### src/sv/i2c_eeprom_byte_word_access_defines.svh
// assertion helpers, empty in synthesis
`ifndef I2C_EEPROM_BYTE_WORD_ACCESS_DEFINES_SVH
`define I2C_EEPROM_BYTE_WORD_ACCESS_DEFINES_SVH

`ifndef SYNTHESIS
`define I2CEBW_ASSERT(lbl, clk, rst_n, prop, msg) \
  lbl: assert property (@(posedge clk) disable iff (!rst_n) prop) else $error(msg);
`define I2CEBW_ASSERT_ALWAYS(lbl, clk, prop, msg) \
  lbl: assert property (@(posedge clk) prop) else $error(msg);
`else
`define I2CEBW_ASSERT(lbl, clk, rst_n, prop, msg)
`define I2CEBW_ASSERT_ALWAYS(lbl, clk, prop, msg)
`endif

`endif

### src/sv/i2cebw_pkg.sv
package i2cebw_pkg;

  localparam int QUEUE_DEPTH = 2;

  localparam int CFG_IDX_W  = 1;
  localparam int CFG_DATA_W = 8;

  localparam logic [CFG_IDX_W-1:0] REG_DEV_ADDR = 1'd0;
  localparam logic [CFG_IDX_W-1:0] REG_WORD_OFS = 1'd1;

  localparam logic [6:0] DEV_ADDR_RST = 7'd80;
  localparam logic [7:0] WORD_OFS_RST = 8'd40;

  localparam logic [3:0] WR_LEN = 4'd8;
  localparam logic [3:0] RD_LEN = 4'd11;

  typedef enum logic [2:0] {
    ACT_WR_BYTE = 3'd0,
    ACT_RD_BYTE = 3'd1,
    ACT_WR_WORD = 3'd2,
    ACT_RD_WORD = 3'd3,
    ACT_TICK    = 3'd4
  } action_t;

  typedef enum logic [1:0] {
    KIND_NOP,
    KIND_CMD,
    KIND_TICK
  } item_kind_t;

  typedef enum logic [3:0] {
    SEG_START,
    SEG_STOP,
    SEG_ACK,
    SEG_NOACK,
    SEG_WDEV,
    SEG_WADDR,
    SEG_WDATA,
    SEG_WDEVR,
    SEG_READ
  } seg_t;

  typedef struct packed {
    item_kind_t  kind;
    logic [1:0]  op;
    logic [7:0]  addr;
    logic [15:0] data;
    logic        sda;
  } item_t;

  function automatic seg_t seg_kind(input logic rd, input logic [3:0] idx);
    seg_t s;
    s = SEG_STOP;
    if (rd) begin
      case (idx)
        4'd0: s = SEG_START;
        4'd1: s = SEG_WDEV;
        4'd2: s = SEG_ACK;
        4'd3: s = SEG_WADDR;
        4'd4: s = SEG_ACK;
        4'd5: s = SEG_START;
        4'd6: s = SEG_WDEVR;
        4'd7: s = SEG_ACK;
        4'd8: s = SEG_READ;
        4'd9: s = SEG_NOACK;
        default: s = SEG_STOP;
      endcase
    end else begin
      case (idx)
        4'd0: s = SEG_START;
        4'd1: s = SEG_WDEV;
        4'd2: s = SEG_ACK;
        4'd3: s = SEG_WADDR;
        4'd4: s = SEG_ACK;
        4'd5: s = SEG_WDATA;
        4'd6: s = SEG_ACK;
        default: s = SEG_STOP;
      endcase
    end
    return s;
  endfunction

endpackage

### src/sv/i2cebw_intf.sv
interface i2cebw_in_if;
  logic        valid;
  logic        ready;
  logic [2:0]  action;
  logic [7:0]  address;
  logic [15:0] write_data;
  logic        sda_in;

  modport source (output valid, action, address, write_data, sda_in, input ready);
  modport sink (input valid, action, address, write_data, sda_in, output ready);
endinterface

interface i2cebw_out_if;
  logic        valid;
  logic        ready;
  logic        scl;
  logic        sda_drive;
  logic        busy_res;
  logic        done_res;
  logic [15:0] read_value;
  logic        ack_error;
  logic        command_rejected;

  modport source (output valid, scl, sda_drive, busy_res, done_res, read_value, ack_error,
                  command_rejected, input ready);
  modport sink (input valid, scl, sda_drive, busy_res, done_res, read_value, ack_error,
                command_rejected, output ready);
endinterface

### src/sv/i2cebw_front.sv
module i2cebw_front
  import i2cebw_pkg::*;
(
  i2cebw_in_if.sink in_bus,
  input  logic      q_full,
  output logic      push,
  output item_t     push_item
);

  item_kind_t kind;

  always_comb begin
    case (in_bus.action)
      ACT_WR_BYTE, ACT_RD_BYTE, ACT_WR_WORD, ACT_RD_WORD: kind = KIND_CMD;
      ACT_TICK: kind = KIND_TICK;
      default: kind = KIND_NOP;
    endcase
  end

  assign in_bus.ready = !q_full;
  assign push         = in_bus.valid && !q_full;

  assign push_item.kind = kind;
  assign push_item.op   = in_bus.action[1:0];
  assign push_item.addr = in_bus.address;
  assign push_item.data = in_bus.write_data;
  assign push_item.sda  = in_bus.sda_in;

endmodule

### src/sv/i2cebw_queue.sv
module i2cebw_queue
  import i2cebw_pkg::*;
#(
  parameter int Depth = QUEUE_DEPTH
) (
  input  logic  clk,
  input  logic  rst_n,
  input  logic  push,
  input  item_t push_item,
  output logic  full,
  input  logic  pop,
  output logic  nonempty,
  output item_t head_item
);

  localparam int PtrW = (Depth > 1) ? $clog2(Depth) : 1;
  localparam int CntW = $clog2(Depth + 1);
  localparam logic [PtrW-1:0] LastPtr = PtrW'(Depth - 1);
  localparam logic [CntW-1:0] DepthCnt = CntW'(Depth);

  item_t           mem_r [Depth];
  logic [PtrW-1:0] wr_ptr_r, rd_ptr_r;
  logic [CntW-1:0] cnt_r, cnt_nxt;

  assign full      = (cnt_r == DepthCnt);
  assign nonempty  = (cnt_r != '0);
  assign head_item = mem_r[rd_ptr_r];

  always_comb begin
    cnt_nxt = cnt_r;
    if (push && !pop) begin
      cnt_nxt = cnt_r + CntW'(1);
    end else if (pop && !push) begin
      cnt_nxt = cnt_r - CntW'(1);
    end
  end

  always_ff @(posedge clk) begin
    if (!rst_n) begin
      wr_ptr_r <= '0;
      rd_ptr_r <= '0;
      cnt_r    <= '0;
    end else begin
      cnt_r <= cnt_nxt;
      if (push) begin
        wr_ptr_r <= (wr_ptr_r == LastPtr) ? '0 : wr_ptr_r + PtrW'(1);
      end
      if (pop) begin
        rd_ptr_r <= (rd_ptr_r == LastPtr) ? '0 : rd_ptr_r + PtrW'(1);
      end
    end
  end

  always_ff @(posedge clk) begin
    if (push) begin
      mem_r[wr_ptr_r] <= push_item;
    end
  end

endmodule

### src/sv/i2cebw_back.sv
`include "i2c_eeprom_byte_word_access_defines.svh"

module i2cebw_back
  import i2cebw_pkg::*;
(
  input  logic                  clk,
  input  logic                  rst_n,
  input  logic                  cfg_we,
  input  logic [CFG_IDX_W-1:0]  cfg_idx,
  input  logic [CFG_DATA_W-1:0] cfg_wdata,
  input  logic                  q_nonempty,
  input  item_t                 q_item,
  output logic                  q_pop,
  i2cebw_out_if.source          out_bus
);

  logic [6:0]  dev_r;
  logic [7:0]  ofs_r;

  logic [1:0]  op_r, op_nxt;
  logic [5:0]  phase_r, phase_nxt;
  logic [3:0]  cnt_r, cnt_nxt;
  logic [7:0]  shift_r, shift_nxt;
  logic        half_r, half_nxt;
  logic [7:0]  haddr_r, haddr_nxt;
  logic [15:0] hdata_r, hdata_nxt;
  logic [15:0] racc_r, racc_nxt;
  logic        scl_r, scl_nxt;
  logic        sda_r, sda_nxt;
  logic        ackf_r, ackf_nxt;

  logic        ov_r;
  logic        o_busy_r, o_done_r, o_ackerr_r, o_rej_r;
  logic [15:0] o_value_r;

  logic        done, rejected;
  logic [15:0] value;

  assign q_pop = q_nonempty && (!ov_r || out_bus.ready);

  always_comb begin
    logic [5:0] ph_m1;
    logic [3:0] seg, seg_p1, cnt_p1, len;
    logic [1:0] sub;
    logic       rd, word, fin, seg_end, stay;
    logic [7:0] bsel, sh;
    seg_t       kind;

    op_nxt    = op_r;
    phase_nxt = phase_r;
    cnt_nxt   = cnt_r;
    shift_nxt = shift_r;
    half_nxt  = half_r;
    haddr_nxt = haddr_r;
    hdata_nxt = hdata_r;
    racc_nxt  = racc_r;
    scl_nxt   = scl_r;
    sda_nxt   = sda_r;
    ackf_nxt  = ackf_r;
    done      = 1'b0;
    rejected  = 1'b0;
    value     = '0;

    ph_m1   = phase_r - 6'd1;
    seg     = ph_m1[5:2];
    sub     = ph_m1[1:0];
    seg_p1  = seg + 4'd1;
    cnt_p1  = cnt_r + 4'd1;
    rd      = op_r[0];
    word    = op_r[1];
    len     = rd ? RD_LEN : WR_LEN;
    kind    = seg_kind(rd, seg);
    fin     = 1'b0;
    seg_end = 1'b0;
    stay    = 1'b0;
    sh      = {shift_r[6:0], q_item.sda};

    case (kind)
      SEG_WDEV:  bsel = {dev_r, 1'b0};
      SEG_WDEVR: bsel = {dev_r, 1'b1};
      SEG_WADDR: bsel = (word && half_r) ? haddr_r + ofs_r : haddr_r;
      default:   bsel = (word && !half_r) ? hdata_r[15:8] : hdata_r[7:0];
    endcase

    if (q_item.kind == KIND_CMD) begin
      if (phase_r != '0) begin
        rejected = 1'b1;
      end else begin
        op_nxt    = q_item.op;
        haddr_nxt = q_item.addr;
        hdata_nxt = q_item.data;
        phase_nxt = 6'd1;
        cnt_nxt   = '0;
        shift_nxt = '0;
        half_nxt  = 1'b0;
        racc_nxt  = '0;
        ackf_nxt  = 1'b0;
      end
    end else if (q_item.kind == KIND_TICK && phase_r != '0) begin
      if (seg >= len) begin
        fin = 1'b1;
      end else begin
        case (kind)
          SEG_START: begin
            case (sub)
              2'd0: sda_nxt = 1'b1;
              2'd1: scl_nxt = 1'b1;
              2'd2: sda_nxt = 1'b0;
              default: begin
                scl_nxt = 1'b0;
                seg_end = 1'b1;
              end
            endcase
          end
          SEG_STOP: begin
            case (sub)
              2'd0: scl_nxt = 1'b0;
              2'd1: sda_nxt = 1'b0;
              2'd2: scl_nxt = 1'b1;
              default: begin
                sda_nxt = 1'b1;
                seg_end = 1'b1;
              end
            endcase
          end
          SEG_ACK, SEG_NOACK: begin
            if (sub == 2'd0) begin
              sda_nxt = 1'b1;
            end else if (sub == 2'd1) begin
              scl_nxt = 1'b1;
            end else begin
              if (kind == SEG_ACK && q_item.sda) begin
                ackf_nxt = 1'b1;
              end
              scl_nxt = 1'b0;
              seg_end = 1'b1;
            end
          end
          SEG_READ: begin
            if (sub == 2'd0) begin
              if (cnt_r == '0) begin
                shift_nxt = '0;
              end
              scl_nxt = 1'b1;
            end else begin
              shift_nxt = sh;
              scl_nxt   = 1'b0;
              if (cnt_p1 >= 4'd8) begin
                cnt_nxt = '0;
                if (word && !half_r) begin
                  racc_nxt = {sh, 8'h00};
                end else begin
                  racc_nxt = racc_r | {8'h00, sh};
                end
                seg_end = 1'b1;
              end else begin
                cnt_nxt   = cnt_p1;
                phase_nxt = phase_r - 6'd1;
                stay      = 1'b1;
              end
            end
          end
          default: begin
            if (sub == 2'd0) begin
              if (cnt_r == '0) begin
                shift_nxt = bsel;
                sda_nxt   = bsel[7];
              end else begin
                sda_nxt = shift_r[7];
              end
            end else if (sub == 2'd1) begin
              scl_nxt = 1'b1;
            end else begin
              scl_nxt   = 1'b0;
              shift_nxt = {shift_r[6:0], 1'b0};
              if (cnt_p1 >= 4'd8) begin
                cnt_nxt = '0;
                seg_end = 1'b1;
              end else begin
                cnt_nxt   = cnt_p1;
                phase_nxt = phase_r - 6'd2;
                stay      = 1'b1;
              end
            end
          end
        endcase
      end

      if (!fin && !stay) begin
        if (!seg_end) begin
          phase_nxt = phase_r + 6'd1;
        end else if (seg_p1 < len) begin
          phase_nxt = {seg_p1, 2'b00} + 6'd1;
        end else if (word && !half_r) begin
          half_nxt  = 1'b1;
          phase_nxt = 6'd1;
        end else begin
          fin = 1'b1;
        end
      end

      if (fin) begin
        done      = 1'b1;
        value     = rd ? racc_nxt : '0;
        phase_nxt = '0;
        cnt_nxt   = '0;
        half_nxt  = 1'b0;
      end
    end
  end

  always_ff @(posedge clk) begin
    if (!rst_n) begin
      dev_r   <= DEV_ADDR_RST;
      ofs_r   <= WORD_OFS_RST;
      op_r    <= '0;
      phase_r <= '0;
      cnt_r   <= '0;
      shift_r <= '0;
      half_r  <= 1'b0;
      haddr_r <= '0;
      hdata_r <= '0;
      racc_r  <= '0;
      scl_r   <= 1'b1;
      sda_r   <= 1'b1;
      ackf_r  <= 1'b0;
      ov_r    <= 1'b0;
    end else begin
      if (cfg_we) begin
        case (cfg_idx)
          REG_DEV_ADDR: dev_r <= cfg_wdata[6:0];
          REG_WORD_OFS: ofs_r <= cfg_wdata;
          default: ;
        endcase
      end
      if (q_pop) begin
        op_r    <= op_nxt;
        phase_r <= phase_nxt;
        cnt_r   <= cnt_nxt;
        shift_r <= shift_nxt;
        half_r  <= half_nxt;
        haddr_r <= haddr_nxt;
        hdata_r <= hdata_nxt;
        racc_r  <= racc_nxt;
        scl_r   <= scl_nxt;
        sda_r   <= sda_nxt;
        ackf_r  <= ackf_nxt;
        ov_r    <= 1'b1;
      end else if (out_bus.ready) begin
        ov_r <= 1'b0;
      end
    end
  end

  always_ff @(posedge clk) begin
    if (q_pop) begin
      o_busy_r   <= (phase_nxt != '0);
      o_done_r   <= done;
      o_value_r  <= value;
      o_ackerr_r <= ackf_nxt;
      o_rej_r    <= rejected;
    end
  end

  assign out_bus.valid            = ov_r;
  assign out_bus.scl              = scl_r;
  assign out_bus.sda_drive        = sda_r;
  assign out_bus.busy_res         = o_busy_r;
  assign out_bus.done_res         = o_done_r;
  assign out_bus.read_value       = o_value_r;
  assign out_bus.ack_error        = o_ackerr_r;
  assign out_bus.command_rejected = o_rej_r;

  `I2CEBW_ASSERT(a_idle_lines_high, clk, rst_n, (phase_r == '0) |-> (scl_r && sda_r), "lines not released while idle")
  `I2CEBW_ASSERT(a_bit_cnt_range, clk, rst_n, cnt_r < 4'd8, "bit counter out of range")
  `I2CEBW_ASSERT(a_done_not_busy, clk, rst_n, (ov_r && o_done_r) |-> !o_busy_r, "done while still busy")
  `I2CEBW_ASSERT(a_reject_needs_busy, clk, rst_n, (ov_r && o_rej_r) |-> (o_busy_r && !o_done_r), "reject while idle")
  `I2CEBW_ASSERT(a_state_holds_on_stall, clk, rst_n, !$past(q_pop) |-> $stable(phase_r), "state moved without a step")

endmodule

### src/sv/i2c_eeprom_byte_word_access.sv
// channel   dir  handshake          payload
// in_bus    in   valid/ready        action, address, write_data, sda_in
// out_bus   out  valid/ready        scl, sda_drive, busy_res, done_res, read_value,
//                                   ack_error, command_rejected
// cfg       in   cfg_we             cfg_idx, cfg_wdata
//
// one transaction in, one transaction out; each item is one step of the back end
// in to out passes the queue entry, then the output register; one item per cycle when out_bus.ready stays high
// in_bus.ready drops only when the command queue is full behind a stalled out_bus
// synchronous active-low reset; lines reset released, address 80, offset 40
module i2c_eeprom_byte_word_access
  import i2cebw_pkg::*;
#(
  parameter int QueueDepth = QUEUE_DEPTH
) (
  input  logic                  clk,
  input  logic                  rst_n,
  i2cebw_in_if.sink             in_bus,
  i2cebw_out_if.source          out_bus,
  input  logic                  cfg_we,
  input  logic [CFG_IDX_W-1:0]  cfg_idx,
  input  logic [CFG_DATA_W-1:0] cfg_wdata
);

  logic  push, q_full, q_pop, q_nonempty;
  item_t push_item, head_item;

  i2cebw_front u_front (
    .in_bus    (in_bus),
    .q_full    (q_full),
    .push      (push),
    .push_item (push_item)
  );

  i2cebw_queue #(
    .Depth (QueueDepth)
  ) u_queue (
    .clk       (clk),
    .rst_n     (rst_n),
    .push      (push),
    .push_item (push_item),
    .full      (q_full),
    .pop       (q_pop),
    .nonempty  (q_nonempty),
    .head_item (head_item)
  );

  i2cebw_back u_back (
    .clk        (clk),
    .rst_n      (rst_n),
    .cfg_we     (cfg_we),
    .cfg_idx    (cfg_idx),
    .cfg_wdata  (cfg_wdata),
    .q_nonempty (q_nonempty),
    .q_item     (head_item),
    .q_pop      (q_pop),
    .out_bus    (out_bus)
  );

endmodule

### src/flat_wrapper.sv
// flat-port wrapper written by rule: the top's interface ports become plain ports
module i2c_eeprom_byte_word_access_flat import i2cebw_pkg::*;
#(
  parameter int QueueDepth = QUEUE_DEPTH
)
  (clk, rst_n, cfg_we, cfg_idx, cfg_wdata, in_bus_valid, in_bus_action, in_bus_address, in_bus_write_data, in_bus_sda_in, in_bus_ready, out_bus_valid, out_bus_scl, out_bus_sda_drive, out_bus_busy_res, out_bus_done_res, out_bus_read_value, out_bus_ack_error, out_bus_command_rejected, out_bus_ready);
  i2cebw_in_if in_bus_i ();
  i2cebw_out_if out_bus_i ();
  input  logic clk;
  input  logic rst_n;
  input  logic cfg_we;
  input  logic [CFG_IDX_W-1:0] cfg_idx;
  input  logic [CFG_DATA_W-1:0] cfg_wdata;
  input wire logic [$bits(in_bus_i.valid)-1:0] in_bus_valid;
  input wire logic [$bits(in_bus_i.action)-1:0] in_bus_action;
  input wire logic [$bits(in_bus_i.address)-1:0] in_bus_address;
  input wire logic [$bits(in_bus_i.write_data)-1:0] in_bus_write_data;
  input wire logic [$bits(in_bus_i.sda_in)-1:0] in_bus_sda_in;
  output wire logic [$bits(in_bus_i.ready)-1:0] in_bus_ready;
  output wire logic [$bits(out_bus_i.valid)-1:0] out_bus_valid;
  output wire logic [$bits(out_bus_i.scl)-1:0] out_bus_scl;
  output wire logic [$bits(out_bus_i.sda_drive)-1:0] out_bus_sda_drive;
  output wire logic [$bits(out_bus_i.busy_res)-1:0] out_bus_busy_res;
  output wire logic [$bits(out_bus_i.done_res)-1:0] out_bus_done_res;
  output wire logic [$bits(out_bus_i.read_value)-1:0] out_bus_read_value;
  output wire logic [$bits(out_bus_i.ack_error)-1:0] out_bus_ack_error;
  output wire logic [$bits(out_bus_i.command_rejected)-1:0] out_bus_command_rejected;
  input wire logic [$bits(out_bus_i.ready)-1:0] out_bus_ready;
  assign in_bus_i.valid = in_bus_valid;
  assign in_bus_i.action = in_bus_action;
  assign in_bus_i.address = in_bus_address;
  assign in_bus_i.write_data = in_bus_write_data;
  assign in_bus_i.sda_in = in_bus_sda_in;
  assign in_bus_ready = in_bus_i.ready;
  assign out_bus_valid = out_bus_i.valid;
  assign out_bus_scl = out_bus_i.scl;
  assign out_bus_sda_drive = out_bus_i.sda_drive;
  assign out_bus_busy_res = out_bus_i.busy_res;
  assign out_bus_done_res = out_bus_i.done_res;
  assign out_bus_read_value = out_bus_i.read_value;
  assign out_bus_ack_error = out_bus_i.ack_error;
  assign out_bus_command_rejected = out_bus_i.command_rejected;
  assign out_bus_i.ready = out_bus_ready;
  i2c_eeprom_byte_word_access #(.QueueDepth(QueueDepth)) u_core (.clk(clk), .rst_n(rst_n), .in_bus(in_bus_i), .out_bus(out_bus_i), .cfg_we(cfg_we), .cfg_idx(cfg_idx), .cfg_wdata(cfg_wdata));
endmodule
### config.mk
export PLATFORM = sky130hd
export DESIGN_NAME = i2c_eeprom_byte_word_access_flat
export DESIGN_NICKNAME = d
export VERILOG_FILES = /design/src/sv/i2cebw_pkg.sv /design/src/sv/i2cebw_intf.sv /design/src/sv/i2cebw_front.sv /design/src/sv/i2cebw_queue.sv /design/src/sv/i2cebw_back.sv /design/src/sv/i2c_eeprom_byte_word_access.sv /design/src/flat_wrapper.sv
export VERILOG_INCLUDE_DIRS = /design/src /design/src/sv
export SDC_FILE = /design/constraint.sdc
export NUM_CORES = 1
export LEC_CHECK = 0
export BUFFER_PORTS_ARGS = -buffer_cell sky130_fd_sc_hd__buf_2
export CAP_MARGIN = 30
export CORE_UTILIZATION = 55
export DETAILED_ROUTE_END_ITERATION = 8
export PLACE_DENSITY = 0.74
export SLEW_MARGIN = 20
export SYNTH_ARGS = -nofsm -noshare
export SYNTH_HDL_FRONTEND = slang
export SYNTH_SLANG_ARGS = --single-unit
### constraint.sdc
create_clock -name clk -period 4.35 [get_ports clk]
set_clock_uncertainty 0.2 [all_clocks]
set_input_delay 1.305 -clock clk [delete_from_list [all_inputs] [get_ports clk]]
set_output_delay 1.305 -clock clk [all_outputs]
set_load 0.1 [all_outputs]
# Word level (Yosys, flattened, before mapping)
# Memory sizes are Yosys's and may differ from the RTL's. A register that Yosys moved wholly into a read port is not among the register bits.
# Cells that the tools add are included.
# word_totals
ff_bits	104
ramBits	58
rom_bits	64
output_inout_bits	24
word_cells	253
memories	2
# memory_table
memory	depth	word_bits	rd	rd_clocked_by_memory_dff	write_ports	line	source
(name not given)	16	4	1	0	0	i2cebw_pkg.sv:55	case (idx)
u_core.u_queue.mem_r	2	29	1	1	1	i2cebw_queue.sv:21	item_t mem_r [Depth];
# classes
n_addsub	11
order_cmp	3
eq_ne	38
mux	118
bitwise_logic	9
reduce_logical	50
# ops
operator	n
16-bit two-way mux	8
8-bit two-way mux	11
6-bit two-way mux	14
1-bit two-way mux	58
4-bit two-way mux	10
7-bit AND reduction	4
4-bit by 3-bit == test with 1-bit output (second input constant)	6
8-bit one-hot mux with 3 select lines	1
3-bit by 2-bit != test with 1-bit output (second input constant)	6
4-bit by 2-bit == test with 1-bit output (second input constant)	4
16-bit by 8-bit bitwise OR with 16-bit output	1
8-bit one-hot mux with 2 select lines	1
3-bit one-hot mux with 5 select lines	1
6-bit by 1-bit adder with 6-bit output (second input constant)	2
4-bit logical NOT	3
6-bit one-hot mux with 2 select lines	1
3-bit nonzero test	4
6-bit nonzero test	2
4-bit OR reduction	3
2-bit != test (second input constant)	5
1-bit one-hot mux with 2 select lines	5
1-bit logical AND	9
9-bit AND reduction	1
4-bit by 1-bit adder with 4-bit output (second input constant)	2
other kinds (36)	67

# Depth between registers and ports, before layout
# logic_depth
word_depth	20
mapped_depth	17
mapped_depth_nobuf	15

# By module
# Synthesis repeated with hierarchy kept, for this count alone.
# hier_totals
hier_cells	906
area_unflattened_um2	8569.5
# modules_own_cells
module	instances	cells_each	area_each_um2	seq_area_each_um2
i2cebw_back	1	763	6027.0	2202.1
i2cebw_queue	1	112	2313.5	1841.8
i2cebw_front	1	31	229.0	0.0

# Worst setup path after synthesis
# OpenSTA, ideal clock, no wires.
# synth_path
path_type	flip-flop to flip-flop
start	register u_core.u_back.phase_r[0]
end	register u_core.u_back.o_busy_r, in the netlist u_core.u_back.out_bus.busy_res, data pin
arrival_ns	3.513
setup_slack_ns	0.364
path_stages_with_launch	16
path_buffers	2
cell_sequence	dfxtp_1 -> clkbuf_1 -> inv_1 -> ha_1 -> xor2_1 -> inv_1 -> ha_1 -> o21ai_0 -> a311o_1 -> o211ai_2 -> a211oi_4 -> o211ai_4 -> and2_0 -> clkbuf_1 -> a221oi_1 -> nand4_1
# synth_via
elab_chain_cells	20
word_cells_on_any_way	77
cone_classes	add/sub: 5; order compare: 2; eq/ne: 12; mux: 43; reduce/logical: 14; memory: 1
# synth_lines
element	line	source
start, declared	i2cebw_back.sv:21	logic [5:0] phase_r, phase_nxt;
start signal, assigned	i2cebw_back.sv:238	phase_r <= phase_nxt;
6-bit by 1-bit subtractor with 6-bit output	i2cebw_back.sv:64, i2cebw_back.sv:158	
4-bit by 3-bit == test with 1-bit output / 4-bit by 2-bit == test with 1-bit output (equally long branches)	i2cebw_pkg.sv:69	case (idx)
3-bit OR reduction (no line)	-	
3-bit one-hot mux with 5 select lines	i2cebw_pkg.sv:69	
4-bit two-way mux	i2cebw_pkg.sv:54	if (rd) begin
4-bit by 2-bit == test with 1-bit output, or another cell as far along	i2cebw_back.sv:103	case (kind)
4-bit OR reduction (no line)	-	
1-bit one-hot mux with 2 select lines	i2cebw_back.sv:103	
(+4 left out)	-	
1-bit logical AND	i2cebw_back.sv:189	if (!fin && !stay) begin
1-bit two-way mux	i2cebw_back.sv:189	
1-bit two-way mux	i2cebw_back.sv:99	end else if (q_item.kind == KIND_TICK && phase_r != '0) begin
1-bit two-way mux	i2cebw_back.sv:85	if (q_item.kind == KIND_CMD) begin
6-bit two-way mux	i2cebw_back.sv:202	if (fin) begin
6-bit two-way mux	i2cebw_back.sv:99	
6-bit two-way mux *	i2cebw_back.sv:85	
6-bit nonzero test *	i2cebw_back.sv:257	o_busy_r <= (phase_nxt != '0);
end signal, assigned	i2cebw_back.sv:257	
end, declared	i2cebw_back.sv:33	logic o_busy_r, o_done_r, o_ackerr_r, o_rej_r;
# Mark *: on every way between the ends. The rest lies on a longest branch, timed or not. The select of a mux whose other input is x is not followed.
# A chain may end at the register's enable or synchronous reset.

# Final worst setup path
# layout_path
start	register u_core.u_back.phase_r[1]
end	register u_core.u_back.cnt_r[0]
# layout_via
elab_chain_cells	19
word_cells_on_any_way	70
cone_classes	add/sub: 2; order compare: 2; eq/ne: 17; mux: 33; reduce/logical: 15; memory: 1
# layout_lines
element	line	source
parallel branches: the longest is 19 deep, another holds 6-bit by 1-bit subtractor with 6-bit output	-	
end signal, assigned	i2cebw_back.sv:239	cnt_r <= cnt_nxt;
end, declared	i2cebw_back.sv:22	logic [3:0] cnt_r, cnt_nxt;
# Several ways; the timed one is not identified. The select of a mux whose other input is x is not followed.

==> results.ini <==
[worst_setup_path]
crit_path_max_fanout=7
required_ps=4510
endpoint_kind=flop
start_kind=flop
crit_type=flop to flop
crit_chain=inv_1, ha_1, nand2_1, nand2_1, xor2_2, ha_1, o21ai_0, a311o_1, o211a_1, o21ai_1, nand2b_1, a31o_2, or4_1, a21boi_1
cp_slowest_cell=a311o_1
worst_ep_arrival_time_ps=4280
cpPeakStageDelay_ps=420

[routing]
drcViolationCount=3
vias=6928
dr.pass1.iters=7
ant_nets=0
wl_per_cell_microns=19.59
viasPerCell=6.164
first_iter_violations=526
wirelength_microns=22020

[synth]
yosysWarnings=0
synth-seq-area-share_pct=48.08
syn_inst=829
syn_nets=900
async_flop_share_pct=0
ys.flop_type=dfxtp_1
syn-cell-area_sq_um=8411
yosysUniqueCellTypes=87
ys_ff_latch=163
synth_edf_count=78
avgSynthCellArea_sq_um=10.15

[power_and_ir_drop]
p_per_area_nw_per_um2=533.8
max-vdd-ir-drop_uv=367.5
p_leak_nw=3.878

[cts]
cts_buffer_depth=2
cts_hold_buf=0
ctsResizeCount=0
cts_sinks=163
cts_setup_buffers=0
clk_pin_slew_ps=70
clk_latency_ps=430
clockRootBuffer=clkbuf_16
cts_tree=built
cts_max_level=4
numCtsBuffers=17

[job]
drv_cap=0

[layout]
stdcell_area_sq_um=9814
syn_to_final_growth_pct=16.69
fin_cells=1124
multi_input_area_sq_um=4141
drive_above_1_share_pct=19.36
diodes=0
layout.nets=998
final_util_pct=66.52
fillers=1171
seqCellArea_sq_um=4044

[die]
pin_count=66
core_sq_um=14750
die_w_microns=125.7
dieHeight_microns=125.7
initial_core_util_pct=57.00
rows=44
die_area_sq_um=15790

[global_route]
grt_pass1_vias=6751
grt_start_max_net_pins=53
grt_use_total_pct=28.99
antenna_found_initial=0
grt_pass1_wl_microns=35430
grt_overflow_total=0

[placed_design]
place_ws_ps=238.7
hpwl_microns=16130
dpl_cell_area_sq_um=9211
dp_cells=1092
gp_congestion=0.9390
portBuffers=65

[hold_path]
hold_path_class=flop to flop

[timing]
slew_violations=0
tns_ps=0
worst_slew_pin_slew_ps=753.0
slew_headroom_pct=49.80
setup_slack_ps=237.7
period_needed_ps=4112
finalCritPeriodShare_pct=94.53
max_freq_ghz=0.2432
hold_viol_final=0
setup_viol_count_final=0

[outcome]
violations=design-rule violations
status=finished with violations

==> registers in the layout, indices dropped and copies added, names as in the netlist, named ones only <==
| register | count |
|---|---|
| u_core.u_queue.rd_ptr_r | 1 |
| u_core.u_back.racc_r | 16 |
| u_core.u_back.out_bus.busy_res | 1 |
| u_core.u_back.out_bus.sda_drive | 1 |
| u_core.u_back.out_bus.valid | 1 |
| u_core.u_back.out_bus.read_value | 16 |
| u_core.u_back.ofs_r | 8 |
| u_core.u_back.out_bus.command_rejected | 1 |
| u_core.u_back.out_bus.scl | 1 |
| u_core.u_back.out_bus.ack_error | 1 |
| u_core.u_queue.mem_r | 58 |
| u_core.u_back.phase_r | 6 |
| u_core.u_back.half_r | 1 |
| u_core.u_back.ackf_r | 1 |
| u_core.u_back.op_r | 2 |
| u_core.u_back.shift_r | 8 |
| u_core.u_back.haddr_r | 8 |
| u_core.u_back.out_bus.done_res | 1 |
| u_core.u_queue.cnt_r | 2 |
| u_core.u_back.dev_r | 7 |
| u_core.u_back.cnt_r | 4 |
| u_core.u_back.hdata_r | 16 |
| u_core.u_queue.wr_ptr_r | 1 |
==> worst max-delay path, delay by kind of cell (launching register included) <==
family,cells,cell delay (ps)
AO/OA/AOI/OAI,6,1570
XOR/XNOR,1,290
flip-flops,1,320
AND/OR/NAND/NOR,4,900
buffers and inverters,1,190
adder cells (fa/ha/maj),2,560
==> metal layers <==
| metal | up-vias | wire, microns | GRT usage (%) |
|---|---|---|---|
| met1 | 3348 | 9499 | 36.73 |
| met3 | 47 | 1124 | 4.885 |
| met4 | 0 | 644 | 11.33 |
| met5 | - | 0 | 0 |
| met2 | 250 | 10750 | 49.54 |
| li1 | 3283 | - | - |
==> cells in the mapped netlist (9+ instances only) <==
| master | instances | area share, % |
|---|---|---|
| xnor2_1 | 9 | 0.94 |
| a21boi_0 | 27 | 2.4 |
| dfxtp_1 | 85 | 20 |
| nor2b_1 | 16 | 1.2 |
| inv_1 | 21 | 0.94 |
| edfxtp_1 | 78 | 28 |
| ha_1 | 28 | 4.2 |
| nand2_1 | 136 | 6.1 |
| mux2i_1 | 33 | 3.9 |
| nor3_1 | 9 | 0.54 |
| and2_1 | 12 | 0.89 |
| a22oi_1 | 12 | 1.1 |
| a21o_1 | 9 | 0.80 |
| nor2_1 | 42 | 1.9 |
| nand3_1 | 22 | 1.3 |
| o211a_1 | 28 | 3.3 |
| o21ai_0 | 30 | 1.8 |
| a21oi_1 | 27 | 1.6 |
| clkbuf_1 | 29 | 1.3 |
==> cell usage in the layout, fill, tap and decap left out, types with 6 or more instances in the layout <==
master / count
a21boi_0: 27
buf_4: 53
nand3_1: 22
a221o_1: 6
a221oi_1: 7
a21oi_1: 27
nor3b_1: 6
buf_2: 65
ha_1: 28
and2_1: 12
clkbuf_16: 17
o211ai_1: 7
o2111ai_1: 8
nand2_1: 136
a22oi_1: 12
o21ai_0: 30
nor2b_1: 16
nand4_1: 7
edfxtp_1: 78
inv_8: 6
a21o_1: 9
o211a_1: 28
o31ai_1: 6
mux2i_1: 33
o22ai_1: 6
nand2b_1: 8
inv_1: 21
nor3_1: 9
xnor2_1: 9
dfxtp_1: 85
nor2_1: 40
xor2_1: 7
==> layout make-up <==
type	count	share of cell area, %
Inverter	23	0.8797
Clock buffer	17	4.335
Tap cell	184	2.346
Multi-Input combinational cell	604	42.20
Sequential cell	163	41.20
Clock inverter	15	1.670
Timing Repair Buffer	118	7.369
==> per-stage QoR <==
step / power, mW / hold slack (ps)
6_report: 5.239 / 278.0
5_1_grt: 5.440 / 302.1
3_5_place_dp: 3.792 / 268.4
2_1_floorplan: 3.387 / 240.9
3_3_place_gp: 3.752 / 261.2
4_1_cts: 5.250 / 278.9
==> cell families after synthesis <==
kind of cell	share of synthesized area [%]
multiplexers	4.195
adder cells (fa/ha/maj)	4.404
flip-flops	48.08
AND/OR/NAND/NOR	16.83
buffers and inverters	2.960
AO/OA/AOI/OAI	21.57
XOR/XNOR	1.964
==> report_power, final <==
group	total, mW	internal (mW)	switching, mW
Sequential	2.00	1.89	0.112
Clock	1.46	0.768	0.695
Combinational	1.77	0.465	1.31
Total	5.24	3.13	2.11
==> path summary, 6_finish.rpt <==
kind	cells past startpoint	from	end	slack, ps
setup reg to reg	14	u_core.u_back.phase_r[1]	u_core.u_back.cnt_r[0]	240
setup / recovery	14	u_core.u_back.phase_r[1]	u_core.u_back.cnt_r[0]	240
hold / removal	2	u_core.u_back.dev_r[1]	u_core.u_back.dev_r[1]	280
hold reg to reg	2	u_core.u_back.dev_r[1]	u_core.u_back.dev_r[1]	280
Power figures use the tool's default switching activity.
